$ cat config.mk
export PLATFORM = sky130hd
export DESIGN_NAME = chm_front
export DESIGN_NICKNAME = d
export VERILOG_FILES = /design/src/design/chm_pkg.sv /design/src/design/chm_front.sv
export SDC_FILE = /design/constraint.sdc
export NUM_CORES = 1
export LEC_CHECK = 0
export ABC_AREA = 0
export BUFFER_PORTS_ARGS = -buffer_cell sky130_fd_sc_hd__clkbuf_2
export CAP_MARGIN = 20
export CORE_ASPECT_RATIO = 0.6
export CORE_MARGIN = 10
export CORE_UTILIZATION = 45
export CTS_CLUSTER_DIAMETER = 120
export CTS_CLUSTER_SIZE = 12
export DETAILED_ROUTE_END_ITERATION = 10
export GPL_TIMING_DRIVEN = 0
export MAX_ROUTING_LAYER = met4
export PLACE_DENSITY = 0.66
export SETUP_SLACK_MARGIN = 0.02
export SYNTH_ARGS = -nofsm -noshare
export SYNTH_HDL_FRONTEND = slang
export SYNTH_SLANG_ARGS = --single-unit
$ cat constraint.sdc
create_clock -name aclk -period 6.1 [get_ports aclk]
set_input_delay 1.22 -clock aclk [delete_from_list [all_inputs] [get_ports aclk]]
set_output_delay 1.22 -clock aclk [all_outputs]
set_load 0.1 [all_outputs]
$ cat src/design/chm_pkg.sv
//==============================================================================
// chm_pkg
// Types and constants shared by the chained hash map core.
//==============================================================================
`default_nettype none
package chm_pkg;
    localparam int unsigned POOL_ENTRIES_DEF = 256;
    localparam int unsigned BUCKETS_DEF      = 256;
    localparam int unsigned CFG_W            = 9;

    localparam logic [1:0] ST_HIT  = 2'd0;
    localparam logic [1:0] ST_MISS = 2'd1;
    localparam logic [1:0] ST_NEW  = 2'd2;
    localparam logic [1:0] ST_FULL = 2'd3;

    localparam logic [0:0] REG_BUCKET_COUNT = 1'b0;

    typedef struct packed {
        logic        mode;
        logic [31:0] key;
        logic [7:0]  pack_ref;
        logic [15:0] asset_ref;
        logic [15:0] piece_ref;
    } in_word_t;

    typedef struct packed {
        logic [1:0]  status;
        logic [7:0]  entry_index;
        logic [7:0]  out_pack;
        logic [15:0] out_asset;
        logic [15:0] out_piece;
    } out_word_t;
endpackage
`default_nettype wire

$ cat src/design/chm_front.sv
//==============================================================================
// chm_front
// Accepts words, reduces the key to a bucket index one quotient bit per
// cycle, and pushes the classified word into a two-entry queue.
//==============================================================================
`default_nettype none
module chm_front #(
    parameter int unsigned BUCKETS = 256
) (
    input  wire                   aclk,
    input  wire                   aresetn,
    input  wire [chm_pkg::CFG_W-1:0] bucket_count,
    input  wire                   s_valid,
    output logic                  s_ready,
    input  wire chm_pkg::in_word_t s_data,
    output logic                  q_valid,
    input  wire                   q_ready,
    output chm_pkg::in_word_t     q_data,
    output logic [$clog2(BUCKETS+1)-1:0] q_bucket
);
    import chm_pkg::*;

    localparam int unsigned BW = $clog2(BUCKETS + 1);

    typedef enum logic [1:0] {
        F_IDLE = 2'b01,
        F_DIV  = 2'b10
    } fstate_t;

    fstate_t           state_reg, state_next;
    in_word_t          word_reg;
    logic [BW-1:0]     div_reg;
    logic [BW-1:0]     rem_reg, rem_next;
    logic [5:0]        bit_reg;
    logic [BW:0]       shifted;

    in_word_t          qd_reg [2];
    logic [BW-1:0]     qb_reg [2];
    logic [1:0]        cnt_reg;
    logic              rd_reg, wr_reg;
    logic              push, pop;

    // Clamp the configured count into 1..BUCKETS.
    logic [BW-1:0]     div_clamped;
    always_comb begin
        if (bucket_count == '0) begin
            div_clamped = BW'(1);
        end else if ({{(32-CFG_W){1'b0}}, bucket_count} > 32'(BUCKETS)) begin
            div_clamped = BW'(BUCKETS);
        end else begin
            div_clamped = BW'(bucket_count);
        end
    end

    // bit_reg counts 32..1 while dividing, so the key bit taken is one below it.
    assign shifted = {rem_reg, word_reg.key[5'(bit_reg - 6'd1)]};
    always_comb begin
        if (shifted >= {1'b0, div_reg}) begin
            rem_next = BW'(shifted - {1'b0, div_reg});
        end else begin
            rem_next = shifted[BW-1:0];
        end
    end

    assign s_ready = (state_reg == F_IDLE);
    assign push    = (state_reg == F_DIV) && (bit_reg == 6'd0) && (cnt_reg != 2'd2);
    assign q_valid = (cnt_reg != 2'd0);
    assign pop     = q_valid && q_ready;
    assign q_data  = qd_reg[rd_reg];
    assign q_bucket = qb_reg[rd_reg];

    always_comb begin
        state_next = state_reg;
        unique case (state_reg)
            F_IDLE: if (s_valid) state_next = F_DIV;
            F_DIV:  if (push) state_next = F_IDLE;
            default: state_next = F_IDLE;
        endcase
    end

    always_ff @(posedge aclk) begin
        if (!aresetn) begin
            state_reg <= F_IDLE;
            cnt_reg   <= '0;
            rd_reg    <= 1'b0;
            wr_reg    <= 1'b0;
        end else begin
            state_reg <= state_next;
            if (push) wr_reg <= ~wr_reg;
            if (pop)  rd_reg <= ~rd_reg;
            cnt_reg <= cnt_reg + 2'(push) - 2'(pop);
        end
    end

    always_ff @(posedge aclk) begin
        if (s_valid && s_ready) begin
            word_reg <= s_data;
            div_reg  <= div_clamped;
            rem_reg  <= '0;
            bit_reg  <= 6'd32;
        end else if (state_reg == F_DIV && bit_reg != 6'd0) begin
            bit_reg  <= bit_reg - 6'd1;
            rem_reg  <= rem_next;
        end
        if (push) begin
            qd_reg[wr_reg] <= word_reg;
            qb_reg[wr_reg] <= rem_reg;
        end
    end
endmodule
`default_nettype wire

==> summary.md <==
| Metric | Value |
|---|---|
| RSZ-0062 raised after global routing | no |
| XOR/XNOR Fraction of Synth Area | 0.01392 |
| Core Util, Final | 0.5498 |
| Largest stage delay, worst path | 0.51 ns |
| Internal power | 3212 uW |
| Setup slack, reg-to-reg | 0.97 ns |
| Post-synth top flop | edfxtp_1 |
| Starting Density | 0.4571 |
| Most frequent cells in the layout | edfxtp_1 (246), clkbuf_2 (169), mux2_2 (82) |
| Final Hold Vio Count | 0 |
| Worst-margin pin slew | 0.8574 ns |
| Layout Cells excl Fill | 1027 |
| Die Ht | 135.8 um |
| Setup CP Type | reg -> reg |
| Dpl ws | 0.9283 ns |
| Lkg Pwr | 0.004414 uW |
| Count of input and output buffers | 169 |
| P_sw | 1850 uW |
| DR iter-0 viols | 259 |
| H-tree Lvls | 1 |
| Nets | 833 |
| TritonCTS clock tree | yes |
| Die Wd | 213.1 um |
| Vias per inst | 5.085 |
| Synth-to-layout area growth | 20.29% |
| Synth Instances | 531 |
| Cell row count | 42 |
| Largest family of logic cells by synthesized area | multiplexers |
| Post-route DRC violation count | 0 |
| Hold WC Path Type | reg -> reg |
| CTS Buffer Depth | 3 |
| Diodes inserted | 0 |
| Final Critical Period | 5.126 ns |
| Mux cell area share after synthesis | 0.1191 |
| Gr usage total | 0.1439 |
| Fmax | 0.1951 GHz |
| Core footprint | 0.02202 mm^2 |
| Slew HR | 0.4284 |
| First-pass GRT wire length | 31.26 mm |
| Final hold slack | 0.4430 ns |
| Hold_buf cts | 0 |
| FF-to-FF End | rem_reg[4] |
| Vias | 5222 |
| Grt total ovfl | 0 |
| Pwr/cell area | 418.1 mW/mm^2 |
| Placer Congestion | 0.8297 |
| Crit path required time | 6.50 ns |
| Reg2Reg Launch Point | bit_reg[0] |
| Peak supply drop | 0.0002814 V |
| Async S/R FF share, synth | 0 |
| Max FO, Critical Path | 10 |
| Synth Area in Adders | 0.01939 |
| Post-Syn Area | 0.01006 mm^2 |
| #FFs+latches synth | 268 |
| I/O pins | 170 |
| Hpwl dp | 14.00 mm |
| Area after DPL | 0.01139 mm^2 |
| MaxCap Viol Count | 0 |
| # Post-CTS Setup Buffers | 0 |
| Worst skew pair latency | 0.52 ns |
| Number of synthesized flops with an enable pin | 246 |
| DP Cell Count | 990 |
| CTS root buf | clkbuf_16 |
| DIE AREA | 0.02894 mm^2 |
| CTS buffer count | 26 |
| DRT Wirelength | 20.50 mm |
| Netlist cell types | 42 |
| CP Launch Type | flop |
| Setup Skew | 0.01760 ns |
| Switching Share | 0.3655 |
| Net Count, Synth | 632 |
| Number of global-route vias before repair | 5544 |
| Critical-path top delay cell | buf_1 |
| Register area share after synthesis | 0.7777 |
| Status | completed |
| Combinational power share | 0.302 |
| Synth Area per Inst | 18.95 um^2 |
| Sequential share of power | 0.418 |
| Drt pass-1 iters | 4 |
| Wire per inst | 19.96 um |
| Antenna violations before repair | 0 |
| Reg2Reg Depth | 17 |
| Largest net degree at the start of global routing | 90 |
| Setup violators final | 0 |
| # clock sinks | 268 |
| Ys Warns | 0 |
| Post-synthesis simple-gate area fraction | 0.03083 |
| Compound-cell area share of the yosys netlist | 0.02524 |
| WHS Path Cells | 0 |
| Max reg flops | 146 |
| CTS resizes | 0 |
| Share of layout cells above drive strength 1 | 0.4035 |
| Critical path arrival | 5.52 ns |
| Clock network power share | 0.280 |
| Cell Chain, Critical Path | buf_6 > inv_1 > ha_1 > buf_1 > mux4_2 > mux4_2 > mux2i_1 > ha_1 > inv_1 > fa_1 > a21o_1 > a221oi_1 > o21ai_1 > o32ai_1 > buf_4 > mux2i_1 > a21oi_1 |
| Most common cell after layout, fill and taps aside | edfxtp_1 |
| Hold_sp | word_reg[20] |
| Setup WS post-layout | 0.9744 ns |
| Final instance area | 0.01211 mm^2 |
| ANT nets after route | 0 |
| Critical Path End Type | flop |
| Final Cycle Share | 0.8403 |
| Clock-pin slew on the worst setup and hold paths | 0.06 ns |
| Fin. max-slew vios | 0 |
| Hold-critical path endpoint | qd_reg[1][20] |
==> per-layer routing <==
metal / up-vias / share of wire / global-route usage
li1: 2450 / - / -
met4: 0 / 0.015 / 0.03000
met2: 163 / 0.46 / 0.2210
met3: 27 / 0.059 / 0.02966
met1: 2582 / 0.47 / 0.1955
met5: - / 0 / -
==> worst max path at each step <==
stage                     startpoint            end  slack (ns)
after floorplan           bit_reg[0]   qb_reg[0][0]        0.94
after global placement    bit_reg[0]  qd_reg[0][13]       -1.35
after detailed placement  bit_reg[0]     rem_reg[4]        0.93
after CTS                 bit_reg[0]     rem_reg[4]        0.92
after global routing      bit_reg[0]     rem_reg[4]        0.68
final                     bit_reg[0]     rem_reg[4]        0.97
==> per-stage QoR <==
stage | total power, uW | setup TNS [ns]
final | 5062 | 0
after global routing | 5247 | 0
after CTS | 5120 | 0
after detailed placement | 3700 | 0
after global placement | 3687 | -110.88
after floorplan | 3430 | 0
==> worst max-delay path: cells and delay by family, from the launching register on <==
family / cells / cell delay, ns
buffers and inverters: 5 / 1.11
DFF: 1 / 0.42
muxes: 4 / 1.46
adders and majority gates: 3 / 0.91
AOI/OAI and AO/OA: 5 / 1.08
==> synthesized netlist by cell type, drive strengths merged (12+ instances only) <==
library cell    n  area, um^2
a21oi          15       75.07
ha             14       175.2
clkbuf         12       45.04
and2           12       75.07
mux2           82       923.4
edfxtp        246        7387
inv            18       67.56
nor2           13       48.80
dfxtp          22       440.4
==> power by group through the flow <==
stage          clock, uW  sequential (uW)  combinational [uW]
2_1_floorplan          0             2140                1290
3_3_place_gp           0             2150                1530
3_5_place_dp           0             2150                1540
4_1_cts             1450             2120                1550
5_1_grt             1530             2120                1600
6_report            1420             2120                1530
==> cells by family (layout without fill, tap and decap cells) <==
kind of cell / Yosys count / after routing
xor+xnor: 16 / 16
mux: 97 / 97
fa+ha+maj: 15 / 15
buf+inv: 34 / 244
simple gates: 60 / 60
compound gates: 41 / 41
flops: 268 / 268
==> area by class of cell <==
type	count	area, um^2
clock inverters	1	8.758
inverters	19	76.32
repair buffers	173	948.4
flip-flops and latches	268	7828
fillers	1727	9912
plain buffers	15	67.56
multi-input cells	229	2111
clock buffers	36	709.4
well taps	286	357.8
No activity file was read; power rests on OpenSTA's default activity.
